### src/hw/rtl/lcdpc_pkg.sv
package lcdpc_pkg;

  // Panel and display RAM geometry.
  localparam int MAX_WIDTH     = 128;
  localparam int MAX_BANKS     = 16;
  localparam int DDRAM_COLUMNS = 132;
  localparam int STORE_DEPTH   = MAX_WIDTH * MAX_BANKS;
  localparam int ADDR_W        = $clog2(STORE_DEPTH);

  localparam logic [7:0] WIDTH_MAX_C  = 8'(MAX_WIDTH);
  localparam logic [4:0] BANKS_MAX_C  = 5'(MAX_BANKS);
  localparam logic [7:0] DDRAM_COLS_C = 8'(DDRAM_COLUMNS);

  // Action codes of an input word.
  localparam logic [1:0] ACT_CMD  = 2'd0;
  localparam logic [1:0] ACT_DATA = 2'd1;
  localparam logic [1:0] ACT_READ = 2'd2;

  // Display mode codes.
  localparam logic [1:0] MODE_BLANK   = 2'd0;
  localparam logic [1:0] MODE_ALL_ON  = 2'd1;
  localparam logic [1:0] MODE_NORMAL  = 2'd2;
  localparam logic [1:0] MODE_INVERSE = 2'd3;

  // Bank/column controller command codes.
  localparam logic [7:0] CMD_FUNC_MASK = 8'hF8;
  localparam logic [7:0] CMD_FUNC_SET  = 8'h20;
  localparam logic [7:0] CMD_DISP_CTRL = 8'h08;
  localparam logic [7:0] CMD_BANK_MASK = 8'hC0;
  localparam logic [7:0] CMD_BANK_SET  = 8'h40;

  // Page controller command codes.
  localparam logic [7:0] CMD_PAGE_FIRST  = 8'hB0;
  localparam logic [7:0] CMD_PAGE_LAST   = 8'hBF;
  localparam logic [7:0] CMD_COL_LO_LAST = 8'h0F;
  localparam logic [7:0] CMD_COL_HI_LAST = 8'h1F;
  localparam logic [7:0] CMD_DISP_OFF    = 8'hAE;
  localparam logic [7:0] CMD_DISP_ON     = 8'hAF;
  localparam logic [7:0] CMD_ALL_OFF     = 8'hA4;
  localparam logic [7:0] CMD_ALL_ON      = 8'hA5;
  localparam logic [7:0] CMD_REV_OFF     = 8'hA6;
  localparam logic [7:0] CMD_REV_ON      = 8'hA7;
  localparam logic [7:0] CMD_SEG_NORMAL  = 8'hA0;
  localparam logic [7:0] CMD_SEG_REVERSE = 8'hA1;
  localparam logic [7:0] CMD_CONTRAST    = 8'h81;
  localparam logic [7:0] CMD_INDICATOR   = 8'hAD;

  // Configuration register indexes.
  localparam logic [2:0] REG_KIND    = 3'd0;
  localparam logic [2:0] REG_WIDTH   = 3'd1;
  localparam logic [2:0] REG_BANKS   = 3'd2;
  localparam logic [2:0] REG_OFFSET  = 3'd3;
  localparam logic [2:0] REG_MIRROR  = 3'd4;
  localparam int         PADDR_W     = 5;

  typedef struct packed {
    logic [1:0] action;
    logic [7:0] byte_value;
    logic [6:0] pixel_x;
    logic [6:0] pixel_y;
  } in_word_t;

  typedef struct packed {
    logic       pixel_on;
    logic [1:0] display_mode;
  } out_word_t;

  typedef struct packed {
    logic       kind;
    logic [7:0] width;
    logic [4:0] banks;
    logic [7:0] offset;
    logic       mirrored;
  } cfg_t;

  typedef struct packed {
    logic              we;
    logic              re;
    logic [ADDR_W-1:0] addr;
    logic [7:0]        wdata;
  } mem_req_t;

  typedef struct packed {
    logic       in_range;
    logic [2:0] bit_sel;
    logic [1:0] mode;
  } rd_info_t;

endpackage

### src/hw/rtl/lcdpc_out.sv
module lcdpc_out (
  input  logic                 clk,
  input  logic                 rst_n,
  input  logic                 rd_fire,
  input  lcdpc_pkg::rd_info_t  rd_info,
  input  logic [7:0]           rdata,
  input  logic                 out_ready,
  output logic                 out_valid,
  output lcdpc_pkg::out_word_t out_data,
  output logic                 s1_free
);
  import lcdpc_pkg::*;

  logic      s1_valid_r, s1_valid_nxt;
  rd_info_t  s1_info_r;
  logic      out_valid_r, out_valid_nxt;
  out_word_t out_data_r;
  logic      s1_move;
  logic      raw;
  out_word_t res;

  // Read stage waits on the memory data, then moves into the output register.
  always_comb begin
    s1_move       = s1_valid_r && (!out_valid_r || out_ready);
    s1_free       = !s1_valid_r || s1_move;
    s1_valid_nxt  = rd_fire || (s1_valid_r && !s1_move);
    out_valid_nxt = s1_move || (out_valid_r && !out_ready);
  end

  // Display mode transform of the stored bit.
  always_comb begin
    raw = rdata[s1_info_r.bit_sel];
    res.display_mode = s1_info_r.mode;
    case (s1_info_r.mode)
      MODE_BLANK:   res.pixel_on = 1'b0;
      MODE_ALL_ON:  res.pixel_on = 1'b1;
      MODE_INVERSE: res.pixel_on = ~raw;
      default:      res.pixel_on = raw;
    endcase
    res.pixel_on = res.pixel_on && s1_info_r.in_range;
  end

  always_ff @(posedge clk) begin
    if (!rst_n) begin
      s1_valid_r  <= 1'b0;
      out_valid_r <= 1'b0;
    end else begin
      s1_valid_r  <= s1_valid_nxt;
      out_valid_r <= out_valid_nxt;
    end
  end

  always_ff @(posedge clk) begin
    if (rd_fire) begin
      s1_info_r <= rd_info;
    end
    if (s1_move) begin
      out_data_r <= res;
    end
  end

  assign out_valid = out_valid_r;
  assign out_data  = out_data_r;

endmodule
### config.mk
export PLATFORM = sky130hd
export DESIGN_NAME = lcdpc_out
export DESIGN_NICKNAME = d
export VERILOG_FILES = /design/src/hw/rtl/lcdpc_pkg.sv /design/src/hw/rtl/lcdpc_out.sv
export SDC_FILE = /design/constraint.sdc
export NUM_CORES = 1
export LEC_CHECK = 0
export ABC_AREA = 1
export BUFFER_PORTS_ARGS = -buffer_cell sky130_fd_sc_hd__buf_2
export CAP_MARGIN = 10
export CORE_ASPECT_RATIO = 0.9
export CORE_MARGIN = 5
export CORE_UTILIZATION = 31
export DETAILED_ROUTE_END_ITERATION = 8
export PLACE_DENSITY = 0.56
export SYNTH_ARGS = -nofsm -noshare
export SYNTH_HDL_FRONTEND = slang
export SYNTH_SLANG_ARGS = --single-unit
### constraint.sdc
create_clock -name clk -period 1.5 [get_ports clk]
set_input_delay 0.15 -clock clk [delete_from_list [all_inputs] [get_ports clk]]
set_output_delay 0.15 -clock clk [all_outputs]
set_load 0.01 [all_outputs]
Yosys cells after proc, flatten, opt, wreduce, memory -nomap -nowiden
Index checks and enable logic that the tools add are counted.

storage, ports and cells
  logic and storage cells = 27
  register bits after elaboration = 11
  input bits = 18
  output and inout bits = 5

cells by class
  mux-type cells = 3
  $lt $le $gt $ge = 1
  bitwise operators = 1
  reductions and logical operators = 13
  equality and inequality tests = 2

operators with widths
  operator                                                              count
  1-bit logical AND                                                     4
  1-bit logical NOT                                                     4
  1-bit logical OR                                                      4
  3-bit by 4-bit < comparator with 1-bit output, second input constant  1
  1-bit binary-select mux with 3-bit select                             1
  1-bit case mux with 3 select lines                                    1
  2-bit by 1-bit == test with 1-bit output, second input constant       1
  2-bit == test, second input constant                                  1
  2-bit logical NOT                                                     1
  1-bit 2-to-1 mux                                                      1
  1-bit inverter                                                        1

Longest topological paths before layout
Gate-level depths: netlist of the first run.

  word-level depth = 6
  mapped depth = 8
  mapped depth without buffers = 8

Worst setup path before layout of the first run
OpenSTA, ideal clock, no wires.

  path kind = flip-flop to flip-flop
  start point = register s1_info_r[2] in the netlist's numbering
  end point = register out_data_r (netlist bit out_data[2]), data pin
  arrival = 0.959 ns
  library setup time = 0.250 ns
  path buffers = 0
  data required time = 1.250 ns
  period minus slack after synthesis = 1.209 ns
  setup slack = 0.291 ns
  cell stages (with the launch flop) = 9
  cells stage by stage = edfxtp_1 -> inv_2 -> or2_0 -> nand2_1 -> nand3b_1 -> nand3_1 -> nand2_1 -> inv_1 -> nor2_2

RTL lines
  item                    line             source
  from (decl)             lcdpc_out.sv:15  rd_info_t s1_info_r;
  from (signal assigned)  lcdpc_out.sv:55  s1_info_r <= rd_info;
  to (signal assigned)    lcdpc_out.sv:58  out_data_r <= res;
  to (decl)               lcdpc_out.sv:17  out_word_t out_data_r;

==> impl_results.md, run 1 <==
- Max Cap Viol: 0
- Hold Crit Class: input port to flip-flop
- Crit path kind: flip-flop to flip-flop
- Slew headroom: 0.801
- Area Overhead vs Synth: 32.5%
- Initial Utilization: 0.330
- DRC viols: 0
- Largest net degree at the start of global routing: 8
- Hold Buf Count CTS: 0
- Post-route setup TNS: 0 ns
- Worst-path fanout max: 5
- Synth Area in XOR/XNOR: 0
- CP max stage delay: 0.42 ns
- Clock Skew: 0.00181 ns
- Initial antenna violation count: 0
- Antenna viol nets, final: 0
- H-tree lvl count: 1
- Synth Area in Adders: 0
- Net count, final: 94
- Period minus WS final: 1.29 ns
- Drt pass-1 iters: 2
- Final max-slew violation count: 0
- Fillers: 146
- Fin crit share: 0.860
- Max IR drop VDD: 617 uV
- Layout cells sized above 1: 0.360
- Core Area: 1450 um2
- Mean area per synthesized cell: 9.75 um2
- Routed len/inst: 8.04 um
- Largest family of logic cells by synthesized area: simple AND/OR/NAND/NOR gates
- ANT cells: 0
- Crit path max-delay family: simple AND/OR/NAND/NOR gates
- Sequential area share after synthesis: 0.649
- Count of final hold-check violations: 0
- Simple-gate share of the synthesized area: 0.217
- Root Driver: clkbuf_4
- Crit start category: flip-flop
- Vias in the first global route: 325
- Routed WL: 724 um
- CTS buffer count: 3
- Cell area after synthesis: 478 um2
- First-pass GRT wire length: 1180 um
- Synth unique cells: 12
- Setup bufs post-CTS: 0
- Status: completed
- Yosys reg bits: 11
- Net Count, Synth: 67
- CTS tree: yes
- Unrepaired setup endpoints after global routing: false
- Synth Instances: 49
- # setup viols final: 0
- Crit path cell chain: inv_2 > or2_0 > nand2_1 > nand3b_1 > nand3_1 > nand2_1 > inv_1 > nor2_2
- Commonest non-fill, non-tap cell in the layout: buf_2
- Post-cts resize count: 0
- IO buf count: 22
- Clk sinks: 11
- HPWL Detailed: 638 um
- Crit. End Element: flip-flop
- Worst EP arrival: 1.31 ns
- CP dominant cell by count: nand2_1
- Worst Path Required: 1.52 ns
- Mux contribution to synthesized area: 0
- Clock Latency Late Sink: 0.25 ns
- Die ar.: 2430 um2
- Final std cells w/o fill: 90
- Max Root-Sink Buffers: 2
- Vias post-DR: 375
- Static leakage: 0.321 nW
- Fmax: 775 MHz
- CP bufs+invs: 2
- Final Wtd Congestion: 0.738
- GR Overflow Total: 0
- Placed insts: 86
- DRT iter0 DRCs: 2
- Slew @ Worst Pin: 0.298 ns
- Syn. warnings: 0
- Row count: 13
- Die height: 47.3 um
- Vias per Instance: 4.17
- Commonest non-fill, non-tap cells in the layout: 22 x buf_2, 12 x inv_1, 10 x nand2_1, 9 x edfxtp_1, 5 x nand3_1
- Reg clk slew, reported paths: 0.06 ns
- Die X: 51.4 um
- Power per cell area: 984 nW/um2
- CP max stage cell: edfxtp_1
- GRT Util Overall: 0.0731
- Complex-gate fraction of the synthesized area: 0.0314
- I/O pin total: 23
## report_power, final
part           switching, mW  internal, mW  total, mW
registers             0.0120         0.355      0.367
clock network         0.0803         0.102      0.183
logic                 0.0363        0.0374     0.0737
## registers in the layout, summed over array words and instances, names as in the netlist
name        flops
out_data        3
res             2
out_valid       1
s1_info_r       4
s1_valid_r      1
## cells by family (layout without fill, tap and decap cells)
| logic type | count (synthesis) | in the layout |
|---|---|---|
| flops | 11 | 11 |
| buf+inv | 13 | 39 |
| simple gates | 22 | 22 |
| compound gates | 3 | 3 |
## synthesized netlist by cell type
master | n | area [um2]
nand4_1 | 1 | 6.26
or2_0 | 1 | 6.26
dfxtp_1 | 2 | 40.0
edfxtp_1 | 9 | 270
nand3b_1 | 2 | 15.0
nor2_2 | 1 | 6.26
inv_2 | 1 | 3.75
a21oi_1 | 3 | 15.0
nand2_1 | 10 | 37.5
nor2_1 | 2 | 7.51
inv_1 | 12 | 45.0
nand3_1 | 5 | 25.0
## worst paths after layout
kind / startpoint / endpoint / slack [ns] / cells past startpoint
max: s1_info_r[2] / out_data[2] / 0.21 / 8
min: rd_info[4] / s1_info_r[4] / 0.07 / 1
max reg2reg: s1_info_r[2] / out_data[2] / 0.21 / 8
min reg2reg: s1_valid_r / out_valid / 0.47 / 2
## through the flow
stage / util / worst slack, ns / instance area, um2 / hold WS (ns) / total power [mW]
4_1_cts: 0.437 / 0.206 / 633 / 0.0588 / 0.637
5_1_grt: 0.437 / 0.115 / 633 / 0.0472 / 0.662
3_3_place_gp: 0.419 / 0.241 / 607 / 0.326 / 0.447
2_1_floorplan: - / 0.291 / 478 / 0.249 / 0.412
6_report: 0.437 / 0.210 / 633 / 0.0699 / 0.623
3_5_place_dp: 0.419 / 0.212 / 607 / 0.328 / 0.449
## per-layer routing
layer	part of all wire	up-vias	global-route usage
met5	0	-	0
met1	0.45	155	0.0699
li1	-	207	-
met4	0.032	0	0.0628
met2	0.44	11	0.109
met3	0.079	2	0.0508
## final cells by class
type	instances	area (um2)	share of cell area
inverter	13	48.8	0.0771
sequential	11	310	0.490
timing repair buffer	22	110	0.174
clock buffer	4	26.3	0.0415
tap	15	18.8	0.0296
multi-input combinational	25	119	0.188
Power figures use the tool's default switching activity.
==> inputs of run 2 (changes only) <==
Settings changed: RECOVER_POWER set to 50.
==> impl_results.md, run 2 (synthesis results as in run 1) <==
- Die height: 47.3 um (unchanged)
- Worst Path Required: 1.52 ns (about the same)
- DP Worst Slack: 0.212 ns (unchanged)
- Routed WL: 726 um (+0.28%)
- I/O pin total: 23 (unchanged)
- Worst min-delay path startpoint: rd_info[4]
- Crit start category: flip-flop
- First-pass GRT wire length: 1180 um (unchanged)
- Crit path kind: flip-flop to flip-flop
- Die ar.: 2430 um2 (unchanged)
- Static leakage: 0.318 nW (-0.86%)
- Post-cts resize count: 0 (unchanged)
- CTS buffer count: 3 (unchanged)
- Vias per Instance: 4.17 (unchanged)
- Final Wtd Congestion: 0.738 (unchanged)
- H-tree lvl count: 1 (unchanged)
- Commonest non-fill, non-tap cells in the layout: 21 x buf_2, 12 x inv_1, 10 x nand2_1, 9 x edfxtp_1, 5 x nand3_1
- Worst-path fanout max: 5 (unchanged)
- Fin util: 0.436 (-0.000864)
- Worst EP arrival: 1.31 ns (about the same)
- HPWL Detailed: 638 um (unchanged)
- Post-route setup TNS: 0 ns (unchanged)
- ANT cells: 0 (unchanged)
- Root Driver: clkbuf_4
- Max Root-Sink Buffers: 2 (unchanged)
- Initial antenna violation count: 0 (unchanged)
- Vias post-DR: 375 (unchanged)
- Routed len/inst: 8.07 um (+0.28%)
- DRT iter0 DRCs: 2 (unchanged)
- Clk sinks: 11 (unchanged)
- Vias in the first global route: 325 (unchanged)
- Fin crit share: 0.860 (unchanged)
- Largest Register: s1_info_r
- Clock Latency Late Sink: 0.25 ns (about the same)
- Fmax: 775 MHz (unchanged)
- Hold Crit Class: input port to flip-flop
- Net count, final: 94 (unchanged)
- GRT Util Overall: 0.0731 (unchanged)
- Largest register FFs: 4 (unchanged)
- Slew headroom: 0.784 (-0.0171)
- Setup bufs post-CTS: 0 (unchanged)
- Drt pass-1 iters: 2 (unchanged)
- DRC viols: 0 (unchanged)
- Row count: 13 (unchanged)
- # setup viols final: 0 (unchanged)
- Slew @ Worst Pin: 0.324 ns (+0.0257 ns)
- Count of final hold-check violations: 0 (unchanged)
- Period minus WS final: 1.29 ns (unchanged)
- Core Area: 1450 um2 (unchanged)
- Worst hold slack: 0.0699 ns (unchanged)
- Reg clk slew, reported paths: 0.06 ns (about the same)
- Max Cap Viol: 0 (unchanged)
- Area Overhead vs Synth: 32.2%
- Unrepaired setup endpoints after global routing: false
- Layout cells sized above 1: 0.347 (-0.0133)
- Setup crit start: s1_info_r[2]
- IO buf count: 22 (unchanged)
- Cell Area, Placed: 607 um2 (unchanged)
- R2r setup slk: 0.21 ns (about the same)
- PnR worst setup slack: 0.210 ns (unchanged)
- GR Overflow Total: 0 (unchanged)
- Largest net degree at the start of global routing: 8 (unchanged)
- CTS tree: yes
- Die X: 51.4 um (unchanged)
- Commonest non-fill, non-tap cell in the layout: buf_2
- Post-route cell area: 632 um2 (-0.20%)
- Clock Skew: 0.00181 ns (unchanged)
- Hold Buf Count CTS: 0 (unchanged)
- Status: completed
- Max IR drop VDD: 615 uV (-0.30%)
- Initial Utilization: 0.330 (unchanged)
- Crit. End Element: flip-flop
- Antenna viol nets, final: 0 (unchanged)
- Worst r2r src: s1_info_r[2]
- Power per cell area: 986 nW/um2 (+0.15%)
- Final max-slew violation count: 0 (unchanged)
## run 2: cell count changes in the layout (fill, tap and decap cells not counted)
cell      delta
clkbuf_1     +1
buf_2        -1
## run 2: worst paths after layout
check                 end  cells past startpoint
max reg2reg   out_data[2]                      8
max           out_data[2]                      8
min reg2reg     out_valid                      2
min          s1_info_r[4]                      1
## run 2: worst max-delay path, stage by stage, from the launching register on
cell and delay, ns:
edfxtp_1 0.42, inv_2 0.07, or2_0 0.20, nand2_1 0.06, nand3b_1 0.09, nand3_1 0.08
nand2_1 0.05, inv_1 0.06, nor2_2 0.04
## run 2: report_power, final
| group | switching, mW | internal, mW | total [mW] |
|---|---|---|---|
| sequential | 0.0120 | 0.355 | 0.367 |
| clock | 0.0803 | 0.102 | 0.183 |
| combinational | 0.0363 | 0.0370 | 0.0733 |
| total | 0.129 | 0.494 | 0.623 |
## run 2: stage by stage
stage	power, mW	cells
floorplan	0.412	49
global placement	0.447	86
detailed placement	0.449	86
CTS	0.637	90
global route	0.662	90
finish	0.623	90
## run 2: area by class of cell
class	instances	area, um2
fillers	147	816
clock buffers	4	26.3
flip-flops and latches	11	310
multi-input cells	25	119
repair buffers	22	109
well taps	15	18.8
inverters	13	48.8
## run 2: per-layer routing
| layer | wire, um | GRT usage |
|---|---|---|
| met1 | 330 | 0.0699 |
| met2 | 319 | 0.109 |
| met3 | 52 | 0.0508 |
| met4 | 23 | 0.0628 |
| met5 | 0 | 0 |
