`config.mk`:
```
export PLATFORM = sky130hd
export DESIGN_NAME = lcdpc_ctrl
export DESIGN_NICKNAME = d
export VERILOG_FILES = /design/src/hw/rtl/lcdpc_pkg.sv /design/src/hw/rtl/lcdpc_ctrl.sv
export SDC_FILE = /design/constraint.sdc
export NUM_CORES = 1
export LEC_CHECK = 0
export ABC_AREA = 0
export CORE_MARGIN = 2
export CORE_UTILIZATION = 31
export CTS_CLUSTER_DIAMETER = 40
export DETAILED_ROUTE_END_ITERATION = 12
export DONT_BUFFER_PORTS = 1
export PLACE_DENSITY_LB_ADDON = 0.3
export SLEW_MARGIN = 25
export SYNTH_ARGS = -nofsm -noshare
export SYNTH_HDL_FRONTEND = slang
export SYNTH_SLANG_ARGS = --single-unit
```
`constraint.sdc`:
```
create_clock -name clk -period 8.42 [get_ports clk]
set_input_delay 0.421 -clock clk [delete_from_list [all_inputs] [get_ports clk]]
set_output_delay 0.421 -clock clk [all_outputs]
set_load 0.02 [all_outputs]
```
`src/hw/rtl/lcdpc_pkg.sv`:
```
package lcdpc_pkg;

  // Panel and display RAM geometry.
  localparam int MAX_WIDTH     = 128;
  localparam int MAX_BANKS     = 16;
  localparam int DDRAM_COLUMNS = 132;
  localparam int STORE_DEPTH   = MAX_WIDTH * MAX_BANKS;
  localparam int ADDR_W        = $clog2(STORE_DEPTH);

  localparam logic [7:0] WIDTH_MAX_C  = 8'(MAX_WIDTH);
  localparam logic [4:0] BANKS_MAX_C  = 5'(MAX_BANKS);
  localparam logic [7:0] DDRAM_COLS_C = 8'(DDRAM_COLUMNS);

  // Action codes of an input word.
  localparam logic [1:0] ACT_CMD  = 2'd0;
  localparam logic [1:0] ACT_DATA = 2'd1;
  localparam logic [1:0] ACT_READ = 2'd2;

  // Display mode codes.
  localparam logic [1:0] MODE_BLANK   = 2'd0;
  localparam logic [1:0] MODE_ALL_ON  = 2'd1;
  localparam logic [1:0] MODE_NORMAL  = 2'd2;
  localparam logic [1:0] MODE_INVERSE = 2'd3;

  // Bank/column controller command codes.
  localparam logic [7:0] CMD_FUNC_MASK = 8'hF8;
  localparam logic [7:0] CMD_FUNC_SET  = 8'h20;
  localparam logic [7:0] CMD_DISP_CTRL = 8'h08;
  localparam logic [7:0] CMD_BANK_MASK = 8'hC0;
  localparam logic [7:0] CMD_BANK_SET  = 8'h40;

  // Page controller command codes.
  localparam logic [7:0] CMD_PAGE_FIRST  = 8'hB0;
  localparam logic [7:0] CMD_PAGE_LAST   = 8'hBF;
  localparam logic [7:0] CMD_COL_LO_LAST = 8'h0F;
  localparam logic [7:0] CMD_COL_HI_LAST = 8'h1F;
  localparam logic [7:0] CMD_DISP_OFF    = 8'hAE;
  localparam logic [7:0] CMD_DISP_ON     = 8'hAF;
  localparam logic [7:0] CMD_ALL_OFF     = 8'hA4;
  localparam logic [7:0] CMD_ALL_ON      = 8'hA5;
  localparam logic [7:0] CMD_REV_OFF     = 8'hA6;
  localparam logic [7:0] CMD_REV_ON      = 8'hA7;
  localparam logic [7:0] CMD_SEG_NORMAL  = 8'hA0;
  localparam logic [7:0] CMD_SEG_REVERSE = 8'hA1;
  localparam logic [7:0] CMD_CONTRAST    = 8'h81;
  localparam logic [7:0] CMD_INDICATOR   = 8'hAD;

  // Configuration register indexes.
  localparam logic [2:0] REG_KIND    = 3'd0;
  localparam logic [2:0] REG_WIDTH   = 3'd1;
  localparam logic [2:0] REG_BANKS   = 3'd2;
  localparam logic [2:0] REG_OFFSET  = 3'd3;
  localparam logic [2:0] REG_MIRROR  = 3'd4;
  localparam int         PADDR_W     = 5;

  typedef struct packed {
    logic [1:0] action;
    logic [7:0] byte_value;
    logic [6:0] pixel_x;
    logic [6:0] pixel_y;
  } in_word_t;

  typedef struct packed {
    logic       pixel_on;
    logic [1:0] display_mode;
  } out_word_t;

  typedef struct packed {
    logic       kind;
    logic [7:0] width;
    logic [4:0] banks;
    logic [7:0] offset;
    logic       mirrored;
  } cfg_t;

  typedef struct packed {
    logic              we;
    logic              re;
    logic [ADDR_W-1:0] addr;
    logic [7:0]        wdata;
  } mem_req_t;

  typedef struct packed {
    logic       in_range;
    logic [2:0] bit_sel;
    logic [1:0] mode;
  } rd_info_t;

endpackage

```
`src/hw/rtl/lcdpc_ctrl.sv`:
```
module lcdpc_ctrl (
  input  logic                clk,
  input  logic                rst_n,
  input  logic                accept,
  input  lcdpc_pkg::in_word_t in_data,
  input  lcdpc_pkg::cfg_t     cfg,
  output lcdpc_pkg::mem_req_t mem_req,
  output lcdpc_pkg::rd_info_t rd_info,
  output logic                rd_fire
);
  import lcdpc_pkg::*;

  logic [7:0] col_r, col_nxt;
  logic [3:0] bank_r, bank_nxt;
  logic       vert_r, vert_nxt;
  logic       ext_r, ext_nxt;
  logic [1:0] mode_r, mode_nxt;
  logic       disp_en_r, disp_en_nxt;
  logic       all_on_r, all_on_nxt;
  logic       rev_r, rev_nxt;
  logic       seg_rev_r, seg_rev_nxt;
  logic       arg_pend_r, arg_pend_nxt;

  logic [7:0]  eff_w;
  logic [4:0]  eff_n;
  logic [7:0]  b;
  logic [3:0]  bank_clamped;
  logic [6:0]  cmd_col;
  logic [8:0]  x_inc;
  logic        x_wrap;
  logic [4:0]  y_inc;
  logic        y_wrap;
  logic        bank_ok;
  logic        k0_ok;
  logic [6:0]  k0_col;
  logic [7:0]  k1_diff;
  logic        k1_ok;
  logic [6:0]  k1_col;
  logic        k1_mir;
  logic        en_t, all_t, rev_t;
  logic        is_read;
  logic [3:0]  bank_sel;
  logic [6:0]  col_sel;
  logic [11:0] prod;
  logic [11:0] addr_sum;

  // Effective geometry and shared helpers.
  always_comb begin
    b       = in_data.byte_value;
    eff_w   = (cfg.width == 8'd0) ? 8'd1 :
              ((cfg.width > WIDTH_MAX_C) ? WIDTH_MAX_C : cfg.width);
    eff_n   = (cfg.banks == 5'd0) ? 5'd1 :
              ((cfg.banks > BANKS_MAX_C) ? BANKS_MAX_C : cfg.banks);
    bank_clamped = ({1'b0, b[3:0]} >= eff_n) ? 4'(eff_n - 5'd1) : b[3:0];
    cmd_col = ({1'b0, b[6:0]} >= eff_w) ? 7'(eff_w - 8'd1) : b[6:0];
    x_inc   = {1'b0, col_r} + 9'd1;
    x_wrap  = x_inc >= {1'b0, eff_w};
    y_inc   = {1'b0, bank_r} + 5'd1;
    y_wrap  = y_inc >= eff_n;
    bank_ok = {1'b0, bank_r} < eff_n;
    // Bank/column controller store target.
    k0_ok   = (col_r < eff_w) && bank_ok;
    k0_col  = cfg.mirrored ? 7'(eff_w - 8'd1 - col_r) : col_r[6:0];
    // Page controller store target, windowed by the column offset.
    k1_diff = col_r - cfg.offset;
    k1_ok   = (col_r >= cfg.offset) && (k1_diff < eff_w) && bank_ok;
    k1_mir  = cfg.mirrored ^ seg_rev_r;
    k1_col  = k1_mir ? 7'(eff_w - 8'd1 - k1_diff) : k1_diff[6:0];
  end

  // Next state for commands and data bytes.
  always_comb begin
    col_nxt      = col_r;
    bank_nxt     = bank_r;
    vert_nxt     = vert_r;
    ext_nxt      = ext_r;
    mode_nxt     = mode_r;
    disp_en_nxt  = disp_en_r;
    all_on_nxt   = all_on_r;
    rev_nxt      = rev_r;
    seg_rev_nxt  = seg_rev_r;
    arg_pend_nxt = arg_pend_r;
    en_t         = disp_en_r;
    all_t        = all_on_r;
    rev_t        = rev_r;
    if (accept) begin
      case (in_data.action)
        ACT_CMD: begin
          if (!cfg.kind) begin
            if ((b & CMD_FUNC_MASK) == CMD_FUNC_SET) begin
              ext_nxt  = b[0];
              vert_nxt = b[1];
            end else if (ext_r) begin
              // Extended instructions leave the picture alone.
            end else if ((b & CMD_FUNC_MASK) == CMD_DISP_CTRL) begin
              mode_nxt = {b[2], b[0]};
            end else if ((b & CMD_BANK_MASK) == CMD_BANK_SET) begin
              bank_nxt = bank_clamped;
            end else if (b[7]) begin
              col_nxt = {1'b0, cmd_col};
            end
          end else if (arg_pend_r) begin
            // Argument byte of a two-byte command is swallowed.
            arg_pend_nxt = 1'b0;
          end else begin
            if (b inside {[CMD_PAGE_FIRST:CMD_PAGE_LAST]}) begin
              bank_nxt = bank_clamped;
            end else if (b <= CMD_COL_LO_LAST) begin
              col_nxt = {col_r[7:4], b[3:0]};
            end else if (b <= CMD_COL_HI_LAST) begin
              col_nxt = {b[3:0], col_r[3:0]};
            end else if (b inside {CMD_DISP_OFF, CMD_DISP_ON}) begin
              en_t = b[0];
            end else if (b inside {CMD_ALL_OFF, CMD_ALL_ON}) begin
              all_t = b[0];
            end else if (b inside {CMD_REV_OFF, CMD_REV_ON}) begin
              rev_t = b[0];
            end else if (b inside {CMD_SEG_NORMAL, CMD_SEG_REVERSE}) begin
              seg_rev_nxt = b[0];
            end else if (b inside {CMD_CONTRAST, CMD_INDICATOR}) begin
              arg_pend_nxt = 1'b1;
            end
            disp_en_nxt = en_t;
            all_on_nxt  = all_t;
            rev_nxt     = rev_t;
            mode_nxt    = !en_t ? MODE_BLANK :
                          (all_t ? MODE_ALL_ON : (rev_t ? MODE_INVERSE : MODE_NORMAL));
          end
        end
        ACT_DATA: begin
          if (!cfg.kind) begin
            if (vert_r) begin
              bank_nxt = y_wrap ? 4'd0 : y_inc[3:0];
              col_nxt  = y_wrap ? (x_wrap ? 8'd0 : x_inc[7:0]) : col_r;
            end else begin
              col_nxt  = x_wrap ? 8'd0 : x_inc[7:0];
              bank_nxt = x_wrap ? (y_wrap ? 4'd0 : y_inc[3:0]) : bank_r;
            end
          end else if (col_r < DDRAM_COLS_C) begin
            col_nxt = x_inc[7:0];
          end
        end
        default: begin
          // Pixel reads and the unused code leave the state alone.
        end
      endcase
    end
  end

  // Shared address path: bank times width plus column.
  always_comb begin
    is_read  = in_data.action == ACT_READ;
    bank_sel = is_read ? in_data.pixel_y[6:3] : bank_r;
    col_sel  = is_read ? in_data.pixel_x : (cfg.kind ? k1_col : k0_col);
    prod     = {8'd0, bank_sel} * {4'd0, eff_w};
    addr_sum = prod + {5'd0, col_sel};

    rd_fire       = accept && is_read;
    mem_req.re    = rd_fire;
    mem_req.we    = accept && (in_data.action == ACT_DATA) && (cfg.kind ? k1_ok : k0_ok);
    mem_req.addr  = addr_sum[ADDR_W-1:0];
    mem_req.wdata = b;

    rd_info.in_range = ({1'b0, in_data.pixel_x} < eff_w) &&
                       ({1'b0, in_data.pixel_y} < {eff_n[4:0], 3'b000});
    rd_info.bit_sel  = in_data.pixel_y[2:0];
    rd_info.mode     = mode_r;
  end

  always_ff @(posedge clk) begin
    if (!rst_n) begin
      col_r      <= '0;
      bank_r     <= '0;
      vert_r     <= 1'b0;
      ext_r      <= 1'b0;
      mode_r     <= MODE_BLANK;
      disp_en_r  <= 1'b0;
      all_on_r   <= 1'b0;
      rev_r      <= 1'b0;
      seg_rev_r  <= 1'b0;
      arg_pend_r <= 1'b0;
    end else begin
      col_r      <= col_nxt;
      bank_r     <= bank_nxt;
      vert_r     <= vert_nxt;
      ext_r      <= ext_nxt;
      mode_r     <= mode_nxt;
      disp_en_r  <= disp_en_nxt;
      all_on_r   <= all_on_nxt;
      rev_r      <= rev_nxt;
      seg_rev_r  <= seg_rev_nxt;
      arg_pend_r <= arg_pend_nxt;
    end
  end

endmodule

```
# Word level (Yosys, flattened, before mapping)
# Cells that the tools add are included.
# op_classes
n_mul	1
n_reduce_logical	26
n_addsub	8
eq_ne	34
n_lt_le_gt_ge	17
bitwise	9
mux	84
# ops
op	count
2-to-1 mux 8 bit	17
== test 8 bit, second input constant	10
2-to-1 mux 4 bit	13
!= test 3 bit, second input constant	14
2-to-1 mux 1 bit	38
2-to-1 mux 7 bit	5
less-than comparator 7 x 8 -> 1 bit	2
less-than comparator 8 bit	2
one-hot mux 8 bit (2 select lines)	1
2-to-1 mux 2 bit	7
nonzero test 2 bit	7
subtractor 7 bit	2
AND reduction 13 bit	1
AND reduction 12 bit	1
adder 11 x 7 -> 11 bit	1
multiplier 4 x 8 -> 11 bit	1
AND reduction 11 bit	1
2-to-1 mux 5 bit	2
AND reduction 10 bit	1
adder 8 x 1 -> 9 bit, second input constant	1
>= comparator 9 x 8 -> 1 bit	1
>= comparator 7 x 8 -> 1 bit	1
>= comparator 8 bit	1
>= comparator 8 bit, second input constant	1
29 further kinds	48
# totals
register_bits	21
word_cells	190
output_inout_bits	28
in_bits	50

# Longest topological paths before layout
# Gate-level depths: netlist of run 1.
# logic_depth
ltp_word	17
mapped_depth	25
depth_no_buf	25

# Least setup slack after synthesis of run 1
# Ideal clock, no wire load.
# synth_path
kind	input to output
startpoint	input port cfg[21] (netlist name)
endpoint	output port mem_req[18] (netlist name)
stages	22
path_slack_ps	2720
t_arrival_ps	5279
n_path_buf	2
t_required_ps	7999
cell_sequence	clkbuf_1 > buf_1 > nor2b_1 > inv_1 > ha_1 > or3b_1 > a221o_2 > ha_1 > a21o_1 > or2_2 > o221ai_1 > a21oi_2 > xnor2_1 > a211o_1 > fa_1 > inv_1 > ha_1 > nand2_1 > o21ai_0 > a21o_1 > a21oi_1 > xnor2_1
# synth_rtl
element	line_no	source
from (decl)	lcdpc_ctrl.sv:6	input lcdpc_pkg::cfg_t cfg,
to (decl)	lcdpc_ctrl.sv:7	output lcdpc_pkg::mem_req_t mem_req,

==> impl_metrics.py, run 1 <==
metrics = {
    "logic_synthesis": {
        "yosys.area_share.adder_pct": 30.0,
        "synth_top_family_by_area": "adder cells",
        "synth_xor_area_share_pct": 6.67,
        "yosysUniqueCellTypes": 63,
        "synth-simple-area-share_pct": 19.8,
        "synth-compound-area-share_pct": 23.1,
        "synth.top_cell.area_share_pct": 22.5,
        "yosysTopAreaCell": "ha_1",
        "synth.top_cells.by_area": "ha_1 23%, dfxtp_1 7.9%, fa_1 7.5%",
        "ys_warn_count": 0,
        "synth-main-ff-cell": "dfxtp_1",
        "synthTopCellsByCount": "96 x ha_1, 77 x inv_1, 60 x a21oi_1",
        "synth.ff_latch_count": 21,
        "synth.mux.area_fraction_pct": 3.57,
        "synth_fp_nets": 881,
        "syn_area_per_cell_sq_um": 7.46,
        "ys_seq_area_share_pct": 7.89,
        "synth_edf_count": 0,
        "synth-async-reset-ratio_pct": 0,
        "mappedNetlistArea_sq_mm": 0.00533,
        "synth.most_common_cell": "ha_1",
        "netlist_instances": 715,
    },
    "pwr": {
        "p_total_uw": 575,
        "irDropWorstVdd_mv": 0.0716,
        "power_density_mw_per_mm2": 104,
        "power_leakage_nw": 2.54,
    },
    "route": {
        "routed_wl_um": 15700,
        "drc_errors": 0,
        "drtPass1Iterations": 4,
        "vias_per_cell": 5.37,
        "antenna_left": 0,
        "dr_total_vias": 4859,
        "wl_per_cell_um": 17.3,
        "drt_iter0_markers": 287,
    },
    "setup_path": {
        "crit_slowest_cell": "nor2_1",
        "crit_top_cell": "a21oi_1",
        "path_cells": "nor4_1, a21oi_1, nor2_1, inv_2, ha_1, inv_1, fa_1, a21oi_1, nor2b_1, a211o_1, xor2_1, o21ai_0, a211o_1, fa_1, inv_1, ha_1, inv_1, o21bai_1, a21oi_1, o21ai_0, a21o_1, a21oi_1, xnor2_1",
        "critPathKind": "input pin to primary output",
        "critPathMaxFanout": 9,
        "cp-start-kind": "input pin",
        "worstSetupEndpointType": "primary output",
        "arrival_ns": 5.95,
        "max_stage_delay_ns": 0.53,
        "worst_ep_required_time_ns": 8.00,
    },
    "sta": {
        "post-route-min-period_ns": 6.38,
        "clock.fmax_mhz": 157,
        "finalHoldViolCount": 0,
        "fin_tns_setup_ns": 0,
        "setup_viol": 0,
        "post-route-period-util_pct": 75.7,
        "finClkSkew_ns": 0.0107,
        "hold_ws_ns": 0.288,
        "slew_headroom_pct": 43.3,
        "timing.final.ws_setup_ns": 2.04,
        "rsz0062_at_grt": "false",
        "slew_viol_final": 0,
        "tightestPinTransition_ns": 0.843,
    },
    "placed_design": {
        "place_area_sq_mm": 0.00544,
        "dp.cells": 901,
        "port_buffers": 0,
        "place_congestion": 0.884,
        "pre_cts_slack_ns": 2.04,
        "dp_hpwl_um": 12500,
    },
    "cells_and_area": {
        "area_growth_pct": 3.61,
        "drive_gt1_share_pct": 1.90,
        "regArea_sq_um": 420,
        "finalNonFillerCells": 905,
        "n_fill_cell": 1810,
        "diodes": 0,
        "nets": 852,
        "post-route-util_pct": 33.1,
        "multi_input_area_sq_mm": 0.00444,
        "fin_area_sq_mm": 0.00552,
    },
    "grt": {
        "grt_pass1_wl_um": 25700,
        "grt_overflow": 0,
        "grt_usage_pct": 17.7,
        "grt_max_degree": 37,
        "antenna_found_initial": 0,
        "grt_pass1_vias": 4663,
    },
    "worst_hold_path": {
        "hp-class": "input pin to flip-flop",
    },
    "die": {
        "row_count": 47,
        "die-area_sq_mm": 0.0183,
        "core_sq_mm": 0.0167,
        "die_x_um": 135,
        "pin_count": 78,
        "initial_core_util_pct": 31.9,
        "die_h_um": 135,
    },
    "cts": {
        "post_cts_buffers": 0,
        "ctsResizeCount": 0,
        "insertion_delay_ns": 0.26,
        "cts_tree": "done",
        "cts_sinks": 21,
        "cts_buffer_depth": 2,
        "cts-root-buf": "clkbuf_16",
        "cts_buffers": 3,
        "h-tree-depth": 1,
        "holdBufCountCts": 0,
        "clk_pin_slew_worst_paths_ns": 0.07,
    },
    "outcome": {
        "status": "finished clean",
    },
    "flow_run": {
        "maxCapViolCount": 0,
    },
}
critical path, delay by kind of cell:
family / cells / cell delay, ns
AOI/OAI and AO/OA: 10 / 1.95
adders and majority gates: 4 / 1.60
and+or+nand+nor: 3 / 1.06
xor gates and xnor gates: 2 / 0.56
buffers and inverters: 4 / 0.35
per-layer routing:
metal / vias to the layer above / global-route usage (%) / wire length, um
li1: 2455 / - / -
met1: 2264 / 25.8 / 7690
met2: 129 / 28.1 / 6910
met3: 11 / 2.84 / 939
met4: 0 / 2.55 / 145
met5: - / 0 / 0
final timing paths:
kind | from | to | slack (ns) | cells past startpoint
hold reg to reg | arg_pend_r | arg_pend_r | 0.49 | 2
hold / removal | rst_n | col_r[4] | 0.29 | 2
setup reg to reg | col_r[1] | col_r[1] | 4.90 | 12
setup / recovery | cfg[17] | mem_req[18] | 2.04 | 23
cell families (layout without fill, tap and decap cells):
family,count (synthesis),after routing
buffers and inverters,114,84
AND/OR/NAND/NOR,215,215
multiplexers,19,19
XOR/XNOR,39,39
adder cells (fa/ha/maj),116,116
AO/OA/AOI/OAI,191,191
flip-flops,21,21
power by group:
group	switching, mW	leakage (nW)	internal [mW]
Sequential	0.0107	0.171	0.103
Combinational	0.208	2.33	0.147
Clock	0.0417	0.0371	0.0645
cell usage in the layout, fill, tap and decap left out, types with 2 or more instances in the layout:
master,count
or3_1,3
nor2_1,52
nor3b_1,5
and2_1,10
nor4_1,7
dfxtp_1,21
a2111oi_0,3
fa_1,20
clkbuf_16,3
a211oi_1,5
o21bai_1,4
nor2b_1,18
o32ai_1,2
or2_2,2
o31ai_1,4
a211o_1,7
a311oi_1,2
o221ai_1,4
o21ai_0,40
nor3_1,15
a21o_1,18
ha_1,96
mux2i_1,19
o211ai_1,5
nand4b_1,2
inv_1,77
nand2_1,57
a31oi_1,6
a21boi_0,2
nand3_1,14
xor2_1,14
buf_4,2
o21a_1,11
xnor2_1,24
and3_1,5
nand4_1,5
a22oi_1,2
a21oi_1,60
nand2b_1,15
registers in the layout, indices dropped and copies added (netlist names):
| register | count |
|---|---|
| seg_rev_r | 1 |
| col_r | 8 |
| bank_r | 4 |
| arg_pend_r | 1 |
| ext_r | 1 |
| all_on_r | 1 |
| disp_en_r | 1 |
| rev_r | 1 |
| mode_r | 2 |
| vert_r | 1 |
area by class of cell:
type | count | area share, %
Clock buffer | 3 | 1.36
Clock inverter | 1 | 0.136
Inverter | 78 | 5.30
Multi-Input combinational cell | 580 | 80.3
Sequential cell | 21 | 7.61
Tap cell | 220 | 4.98
Timing Repair Buffer | 2 | 0.272
(Power assumes the default switching activity.)
==> inputs of run 2 (changes only) <==
Settings changed: ABC_AREA 0 to 1.
Clock period 8.42 ns to 5.3 ns, I/O delays scaled along.
==> run 2 against run 1 <==
Effect of this change: via count grew 10%; sequential cell count is the same; sequential power grew 56%; worst hold slack lost 0.15 ns; global-route usage grew 0.40 points; sequential share of layout area shrank 0.54 points; combinational power grew 110%; design area grew 8.6%; synthesized cell count grew 16%; clock-buffer cell count is the same; largest cell class unchanged.
==> impl_metrics.py, run 2 <==
metrics = {
    "logic_synthesis": {
        "synthTopCellsByCount": "151 x inv_1, 143 x nand2_1, 96 x ha_1",
        "synth.most_common_cell": "inv_1",
        "synth.top_cell.area_share_pct": 22.2,
        "syn_area_per_cell_sq_um": 6.56,
        "synth_top_family_by_area": "adder cells",
        "yosysUniqueCellTypes": 50,
        "synth.top_cells.by_area": "ha_1 22%, inv_1 10%, nand2_1 9.9%",
        "synth-simple-area-share_pct": 22.9,
        "ys_warn_count": 0,
        "synth-async-reset-ratio_pct": 0,
        "synth-compound-area-share_pct": 19.8,
        "mappedNetlistArea_sq_mm": 0.00542,
        "synth_fp_nets": 992,
        "synth.mux.area_fraction_pct": 0.185,
        "synth.ff_latch_count": 21,
        "synth_edf_count": 0,
        "yosysTopAreaCell": "ha_1",
        "synth-main-ff-cell": "dfxtp_1",
        "netlist_instances": 826,
        "ys_seq_area_share_pct": 7.75,
        "synth_xor_area_share_pct": 5.68,
        "yosys.area_share.adder_pct": 29.5,
    },
    "sta": {
        "setup_viol": 0,
        "tightestPinTransition_ns": 0.815,
        "post-route-period-util_pct": 94.9,
        "finClkSkew_ns": 0.00340,
        "slew_headroom_pct": 45.5,
        "finalHoldViolCount": 0,
        "slew_viol_final": 0,
        "post-route-min-period_ns": 5.03,
        "clock.fmax_mhz": 199,
        "hold_ws_ns": 0.138,
    },
    "cells_and_area": {
        "top_regs": "col_r: 8 flops, bank_r: 4 flops, mode_r: 2 flops",
        "final_cell_mix": "146 x inv_1, 139 x nand2_1, 89 x ha_1",
        "final_common_cell": "inv_1",
        "n_fill_cell": 1927,
        "nets": 1005,
        "drive_gt1_share_pct": 11.0,
        "fin_area_sq_mm": 0.00600,
        "largest_register_ffs": 8,
        "area_growth_pct": 10.7,
        "diodes": 0,
        "top_register": "col_r",
    },
    "setup_path": {
        "crit_slowest_cell": "fa_2",
        "critical-path-top-delay-family": "adder cells",
        "arrival_ns": 4.77,
        "worstSetupEndpointType": "primary output",
        "worst_ep_required_time_ns": 5.04,
        "max_stage_delay_ns": 0.58,
        "critPathMaxFanout": 5,
        "path_buf_inv": 6,
        "cp-start-kind": "flip-flop",
        "critPathKind": "flip-flop to primary output",
    },
    "grt": {
        "grt_max_degree": 22,
        "grt_pass1_wl_um": 26400,
        "grt_overflow": 0,
        "grt_usage_pct": 18.1,
        "grt_pass1_vias": 5044,
        "antenna_found_initial": 0,
    },
    "cts": {
        "cts-root-buf": "clkbuf_16",
        "holdBufCountCts": 0,
        "cts_sinks": 21,
        "cts_buffer_depth": 2,
        "cts_tree": "done",
        "cts_buffers": 3,
        "clk_pin_slew_worst_paths_ns": 0.06,
        "insertion_delay_ns": 0.25,
        "h-tree-depth": 1,
    },
    "placed_design": {
        "place_congestion": 0.919,
        "dp_hpwl_um": 13800,
        "port_buffers": 0,
        "place_area_sq_mm": 0.00570,
    },
    "die": {
        "row_count": 48,
        "die-area_sq_mm": 0.0186,
        "pin_count": 78,
        "die_x_um": 136,
        "initial_core_util_pct": 31.6,
        "die_h_um": 136,
        "core_sq_mm": 0.0172,
    },
    "flow_run": {
        "maxCapViolCount": 0,
    },
    "pwr": {
        "power_leakage_nw": 3.11,
        "irDropWorstVdd_mv": 0.131,
        "p_total_mw": 1.09,
        "power_density_mw_per_mm2": 181,
    },
    "route": {
        "dr_total_vias": 5346,
        "drtPass1Iterations": 5,
        "drt_iter0_markers": 282,
        "wl_per_cell_um": 15.7,
        "routed_wl_um": 16700,
        "antenna_left": 0,
        "drc_errors": 0,
        "vias_per_cell": 5.03,
    },
    "outcome": {
        "status": "finished clean",
    },
    "worst_hold_path": {
        "hp-class": "input pin to flip-flop",
    },
}
## run 2: changes by cell type in the layout (fill, tap and decap cells not counted), sizes merged, moves of 19 or more
cell   change
nand2     +93
xnor2     -19
buf       +28
nor2      +21
a21oi     +20
inv       +78
o21ai     +27
## run 2: routing by layer
layer | share of wire, % | global-route usage (%) | vias to the layer above
met5 | 0 | 0 | -
met1 | 46 | 24.8 | 2400
met4 | 1.9 | 3.59 | 0
met3 | 7.4 | 2.68 | 21
met2 | 45 | 30.1 | 183
li1 | - | - | 2742
## run 2: report_power, final
part | internal [mW] | switching, mW
logic | 0.294 | 0.449
clock network | 0.102 | 0.0627
registers | 0.166 | 0.0124
total | 0.562 | 0.524
## run 2: timing repair
| action | CTS | global route |
|---|---|---|
| setup endpoints to repair | 2 | 3 |
| hold endpoints to repair | 0 | 0 |
| setup buffers | 1 | 6 |
| pin swaps | 0 | 17 |
| resized for setup | 3 | 38 |
## run 2: final cells by class
| type | count | area [sq um] | share of cell area [%] |
|---|---|---|---|
| tap | 225 | 282 | 4.69 |
| sequential | 21 | 424 | 7.07 |
| clock buffer | 3 | 75.1 | 1.25 |
| timing repair buffer | 30 | 225 | 3.75 |
| clock inverter | 1 | 7.51 | 0.125 |
| inverter | 157 | 599 | 9.99 |
| multi-input combinational | 626 | 4390 | 73.1 |
## run 2: cell families after synthesis
logic type / after synthesis
AO/OA/AOI/OAI: 192
adder cells (fa/ha/maj): 116
AND/OR/NAND/NOR: 284
flip-flops: 21
buffers and inverters: 179
XOR/XNOR: 33
multiplexers: 1
## run 2: path summary, 6_finish.rpt
path	startpoint	endpoint	slack, ns	cells after the start
max	col_r[0]	mem_req[18]	0.27	27
min	rst_n	col_r[6]	0.14	2
max reg2reg	col_r[1]	bank_r[1]	2.10	19
min reg2reg	rev_r	rev_r	0.51	2
## run 2: worst reg2reg max path: cells and delay by family, from the launching register on
family                   cells  cell delay, ns
AO/OA/AOI/OAI                4            0.45
XOR/XNOR                     1            0.17
adder cells (fa/ha/maj)      1            0.30
buffers and inverters        4            0.53
flip-flops                   1            0.46
AND/OR/NAND/NOR              9            1.25
## run 2: metrics by stage
stage           TNS, ns  util, %  setup WS [ns]  std cells
2_1_floorplan         0        -          0.370        826
6_report              0     34.9          0.270       1063
3_3_place_gp          0     33.2          0.175       1052
4_1_cts               0     33.8         0.0462       1057
5_1_grt        -0.00886     34.9       -0.00886       1063
3_5_place_dp          0     33.2          0.145       1052
